`src/design/bmp_pkg.sv`:
```
`timescale 1ns / 1ps
// ----------------------------------------------------------------------------
// bmp_pkg
// Shared constants for the binomial coefficient modulo prime block: table
// geometry, field widths, the prime and the Barrett reduction constant.
// ----------------------------------------------------------------------------
package bmp_pkg;

    localparam int TABLE_DEPTH = 131072;
    localparam int ADDR_W      = $clog2(TABLE_DEPTH);
    localparam int FIELD_W     = 17;
    localparam int VALUE_W     = 30;

    localparam logic [VALUE_W-1:0] MODULUS    = 30'd1000000007;
    localparam logic [VALUE_W-1:0] FERMAT_EXP = MODULUS - 30'd2;
    localparam int                 EXP_BITS   = VALUE_W;
    localparam int                 EXP_IDX_W  = $clog2(EXP_BITS);

    // Barrett constant floor(2^60 / p); fits in 31 bits
    localparam logic [63:0] BARRETT_MU_FULL = (64'd1 << 60) / 64'(MODULUS);
    localparam logic [30:0] BARRETT_MU      = BARRETT_MU_FULL[30:0];

    // Cycles from operands in to product out of the modular multiplier
    localparam int MM_LAT = 5;

endpackage

```
`src/design/bmp_mulmod.sv`:
```
`timescale 1ns / 1ps
// ----------------------------------------------------------------------------
// bmp_mulmod
// Five-stage pipelined multiplier modulo the prime, Barrett reduction.
// ----------------------------------------------------------------------------
module bmp_mulmod
(
    input  logic                        clk,
    input  logic                        en,
    input  logic [bmp_pkg::VALUE_W-1:0] a,
    input  logic [bmp_pkg::VALUE_W-1:0] b,
    output logic [bmp_pkg::VALUE_W-1:0] y
);

    logic [59:0] prod_reg;
    logic [61:0] q2_reg;
    logic [31:0] lo2_reg;
    logic [31:0] q3p_reg;
    logic [31:0] lo3_reg;
    logic [31:0] r_reg;
    logic [bmp_pkg::VALUE_W-1:0] y_reg;

    logic [61:0] q3p_full;
    logic [31:0] two_p;
    logic [31:0] one_p;

    assign one_p    = 32'(bmp_pkg::MODULUS);
    assign two_p    = one_p << 1;
    assign q3p_full = 62'(q2_reg[61:31]) * 62'(bmp_pkg::MODULUS);

    always_ff @(posedge clk)
    begin
        if (en)
        begin
            // full product, below p^2
            prod_reg <= 60'(a) * 60'(b);
            // quotient estimate
            q2_reg   <= 62'(prod_reg[59:29]) * 62'(bmp_pkg::BARRETT_MU);
            lo2_reg  <= prod_reg[31:0];
            // only the low bits matter: the remainder is below 3p
            q3p_reg  <= q3p_full[31:0];
            lo3_reg  <= lo2_reg;
            r_reg    <= lo3_reg - q3p_reg;
            // at most two corrections
            if (r_reg >= two_p)
            begin
                y_reg <= bmp_pkg::VALUE_W'(r_reg - two_p);
            end
            else if (r_reg >= one_p)
            begin
                y_reg <= bmp_pkg::VALUE_W'(r_reg - one_p);
            end
            else
            begin
                y_reg <= bmp_pkg::VALUE_W'(r_reg);
            end
        end
    end

    assign y = y_reg;

endmodule

```
`config.mk`:
```
export PLATFORM = sky130hd
export DESIGN_NAME = bmp_mulmod
export DESIGN_NICKNAME = d
export VERILOG_FILES = /design/src/design/bmp_pkg.sv /design/src/design/bmp_mulmod.sv
export SDC_FILE = /design/constraint.sdc
export NUM_CORES = 2
export LEC_CHECK = 0
export BUFFER_PORTS_ARGS = -buffer_cell sky130_fd_sc_hd__buf_2
export CORE_AREA = 2 2 512 514
export CTS_BUF_LIST = sky130_fd_sc_hd__clkbuf_8
export DETAILED_ROUTE_END_ITERATION = 10
export DIE_AREA = 0 0 514 516
export GPL_TIMING_DRIVEN = 0
export HOLD_SLACK_MARGIN = 0.1
export PLACE_DENSITY = 0.46
export SETUP_SLACK_MARGIN = 0.2
export SYNTH_ARGS = -nofsm -noshare
export SYNTH_HDL_FRONTEND = slang
export SYNTH_SLANG_ARGS = --single-unit
```
`constraint.sdc`:
```
create_clock -name clk -period 9.4 [get_ports clk]
set_clock_uncertainty 0.15 [all_clocks]
set_input_delay 0.47 -clock clk [delete_from_list [all_inputs] [get_ports clk]]
set_output_delay 0.47 -clock clk [all_outputs]
set_load 0.02 [all_outputs]
```
# Yosys cells after proc, flatten, opt, wreduce, memory -nomap -nowiden
# Index checks and enable logic that the tools add are counted.
[totals]
out_inout_bits = 30
wordCells = 17
input_bits = 62
ff_bits = 277
[op_classes]
addsub = 3
mux = 2
n_lt_le_gt_ge = 2
mul = 3
[ops]
columns = ["op", "count"]
rows = [
  ["$mul 30x30->60", 1],
  ["$mux 30", 2],
  ["$sub 30x30->30 const B", 2],
  ["$mul 31x28->59 const B", 1],
  ["$ge 32x30->1 const B", 1],
  ["$ge 32x31->1 const B", 1],
  ["$mul 31x30->32 const B", 1],
  ["$sub 32x32->32", 1],
]

# Longest topological paths before layout
[depth]
depth_word = 3
depth_mapped = 28

# Worst setup path after synthesis
# No wires, ideal clock.
[synth_path]
path_kind = "in2reg"
startpoint = "in a[27] (netlist bit)"
endpoint = "reg prod_reg[56], data pin"
stages = 26
slack_ns = 1.686
n_path_buf = 2
arrival_time_ns = 7.295
setup_time_ns = 0.269
cell_sequence = "clkbuf_1 > nand2_1 > fa_1 > inv_1 > fa_1 > fa_1 > inv_1 > fa_1 > inv_1 > fa_1 > fa_1 > fa_1 > inv_1 > fa_1 > inv_1 > ha_1 > clkbuf_1 > nand2_1 > nor2_1 > and3_1 > nand2_1 > o21ai_0 > a41oi_1 > o41a_1 > o31ai_1 > xor2_1"
[synth_between]
elab_chain_len = 1
[synth_lines]
columns = ["element", "line", "rtl"]
rows = [
  ["start, declared", "bmp_mulmod.sv:10", "input logic [bmp_pkg::VALUE_W-1:0] a,"],
  ["$mul 30x30->60", "bmp_mulmod.sv:36", "prod_reg <= 60'(a) * 60'(b);"],
  ["end signal, assigned", "bmp_mulmod.sv:36", ""],
  ["end, declared", "bmp_mulmod.sv:15", "logic [59:0] prod_reg;"],
]
# Every way passes these cells.
# A chain may end at the register's enable or synchronous reset.

# Final worst setup path
[layout_path]
startpoint = "in b[11] (netlist bit)"
endpoint = "reg prod_reg[56], data pin"
[layout_between]
elab_chain_len = 1
[layout_lines]
columns = ["element", "line", "rtl"]
rows = [
  ["start, declared", "bmp_mulmod.sv:11", "input logic [bmp_pkg::VALUE_W-1:0] b,"],
  ["$mul 30x30->60", "bmp_mulmod.sv:36", ""],
]
# Every way passes these cells.

==> impl_metrics.tcl <==
set metrics [dict create \
    synth_area_leaders "fa_1, ha_1, edfxtp_1, inv_1, and2_1" \
    syn_area_per_cell_um2 10.1 \
    crit_fanout 11 \
    htree_levels 2 \
    synth_cell_types 78 \
    outcome "completed" \
    root_buffer "clkbuf_8" \
    largest_reg_flops 60 \
    grt_pass1_wl_um 287000 \
    post-synth-top-count-cell "inv_1" \
    min_period_ps 8760 \
    grt_antenna_before_repair 19 \
    numCtsBuffers 51 \
    synth-async-reset-ratio 0 \
    crit_type "in -> reg" \
    final_hold_viol_count 0 \
    clock_sinks 249 \
    grt_pass1_vias 44436 \
    synth_top_area_cell "fa_1" \
    r2r-end "q2_reg[61]" \
    synth_edf_count 249 \
    layout_setup_ws_ps 636 \
    core_mm2 0.259 \
    clockBufferDepth 3 \
    r2r-start "prod_reg[39]" \
    setup_violations 0 \
    fp.dieArea_mm2 0.265 \
    drv_cap 0 \
    gp_congestion 0.915 \
    slew_headroom 0.115 \
    die_h_um 516 \
    port_buffers 31 \
    first_iter_violations 2381 \
    cts.reportedPaths.clkPinSlew_ps 60 \
    startpoint_type "primary input" \
    cp-end-kind "flip-flop" \
    area_growth_pct 9.15 \
    clock_latency_ps 690 \
    track_usage 0.146 \
    fin_setup_tns_ps 0 \
    die_x_um 514 \
    hold_class "reg -> reg" \
    synth.top_cell.area_share 0.411 \
    avgViaCountPerCell 4.29 \
    vias 40443 \
    synth_ff_type "edfxtp_1" \
    slew_violations 0 \
    nNetsFinal 8056 \
    final_cell_count_no_fill 9422 \
    ys_seq_area_frac 0.125 \
    tightestPinTransition_ps 1330 \
    placedInstanceArea_mm2 0.0641 \
    drive_above_1_share 0.0198 \
    grt_max_degree 126 \
    antenna_left 0 \
    critPathRequiredTime_ps 9660 \
    totalWireLength_um 191000 \
    final_cell_area_mm2 0.0650 \
    drc 0 \
    startpoint "b[11]" \
    io-pin-count 92 \
    syn_area_mm2 0.0596 \
    first_pass_iters 6 \
    yosys_warnings 0 \
    dp.cells 9322 \
    cts_tree "yes" \
    grt.overflow.total 0 \
    synth-seq-cells 249 \
    fmax_mhz 114 \
    rows 187 \
    crit_end "prod_reg[56]" \
    initial_core_util 0.230 \
    ys_top_cells_by_count "inv_1, fa_1, ha_1, and2_1, nand2_1" \
    dp_hpwl_um 160000 \
    syn_nets 7969 \
    crit_arrival_ps 9030 \
    rsz0062_at_grt "no" \
    worst-r2r-cell-count 20 \
    min_period_over_period 0.932 \
    syn-instance-count 5887 \
    r2r_setup_slack_ps 760 \
    wl_per_cell_um 20.2 \
    pre_cts_ws_ps -330 \
]
routing by layer:
metal | vias to the layer above | global-route usage | share of wire
met3 | 241 | 0.0229 | 0.058
met2 | 1134 | 0.240 | 0.46
met1 | 20928 | 0.197 | 0.45
li1 | 18136 | - | -
met4 | 4 | 0.0394 | 0.028
met5 | - | 0 | 0.00014
timing repair:
action	4_1_cts	5_1_grt
buffers inserted	0	0
setup endpoints to repair	0	2
hold buffers	1	0
endpoints found under the hold margin	11	0
resized for setup	0	6
worst min-delay path by stage:
| stage | startpoint | end | slack, ps | depth (start not counted) |
|---|---|---|---|---|
| floorplan | prod_reg[0] | lo2_reg[0] | 250 | 0 |
| global placement | prod_reg[28] | lo2_reg[28] | 250 | 0 |
| detailed placement | prod_reg[0] | lo2_reg[0] | 250 | 0 |
| CTS | lo2_reg[8] | lo3_reg[8] | 270 | 0 |
| global route | lo2_reg[8] | lo3_reg[8] | 270 | 0 |
| finish | lo2_reg[8] | lo3_reg[8] | 260 | 0 |
cells by family (layout without fill, tap and decap cells):
kind of cell | after synthesis | in the layout | share of synthesized area
flip-flops | 249 | 249 | 0.125
AND/OR/NAND/NOR | 1236 | 1236 | 0.107
AO/OA/AOI/OAI | 489 | 489 | 0.0538
adder cells (fa/ha/maj) | 2020 | 2020 | 0.578
multiplexers | 1 | 1 | 0.000168
XOR/XNOR | 190 | 190 | 0.0279
other | 0 | 11 | 0
buffers and inverters | 1702 | 1824 | 0.108
critical path: stages:
cell,delay [ps]
buf_1,900
and2_1,290
fa_1,450
fa_1,500
inv_1,60
fa_1,510
fa_1,510
inv_1,50
fa_1,560
fa_1,440
fa_1,520
inv_1,60
fa_1,510
inv_1,50
ha_1,410
nand4_1,190
nor2_1,140
a211oi_1,70
o21ai_0,450
a221oi_1,180
o21ai_1,380
a41oi_1,380
o41a_1,540
o31ai_1,270
xor2_1,100
metrics by stage:
step | util | hold slack (ps)
floorplan | - | 250
global placement | 0.247 | 250
detailed placement | 0.247 | 255
CTS | 0.251 | 266
global route | 0.251 | 268
finish | 0.251 | 265
layout make-up:
class | instances | area, um^2
Clock inverter | 37 | 223
Timing Repair Buffer | 34 | 230
Multi-Input combinational cell | 3936 | 45700
Tap cell | 3402 | 4260
Antenna cell | 11 | 27.5
Inverter | 1500 | 5630
Fill cell | 27856 | 194000
Clock buffer | 51 | 702
Buffer | 202 | 791
Sequential cell | 249 | 7480
cell usage in the layout, fill, tap and decap left out, drive strengths merged, types with 15 or more instances in the layout:
| master | count |
|---|---|
| o21a | 29 |
| edfxtp | 249 |
| clkinv | 16 |
| a31oi | 17 |
| nor2b | 18 |
| o21bai | 23 |
| nand2b | 16 |
| and2 | 538 |
| xnor2 | 137 |
| xor2 | 53 |
| nor2 | 82 |
| nand4 | 21 |
| and3 | 15 |
| clkbuf | 243 |
| a21o | 87 |
| fa | 1224 |
| inv | 1519 |
| ha | 796 |
| o21ai | 74 |
| a21oi | 148 |
| nand3 | 28 |
| buf | 41 |
| nor3 | 27 |
| nand2 | 455 |
Power is left out: the tool's default activity adds up to more than one toggle a clock period on the data nets, which glitch-free logic cannot reach.
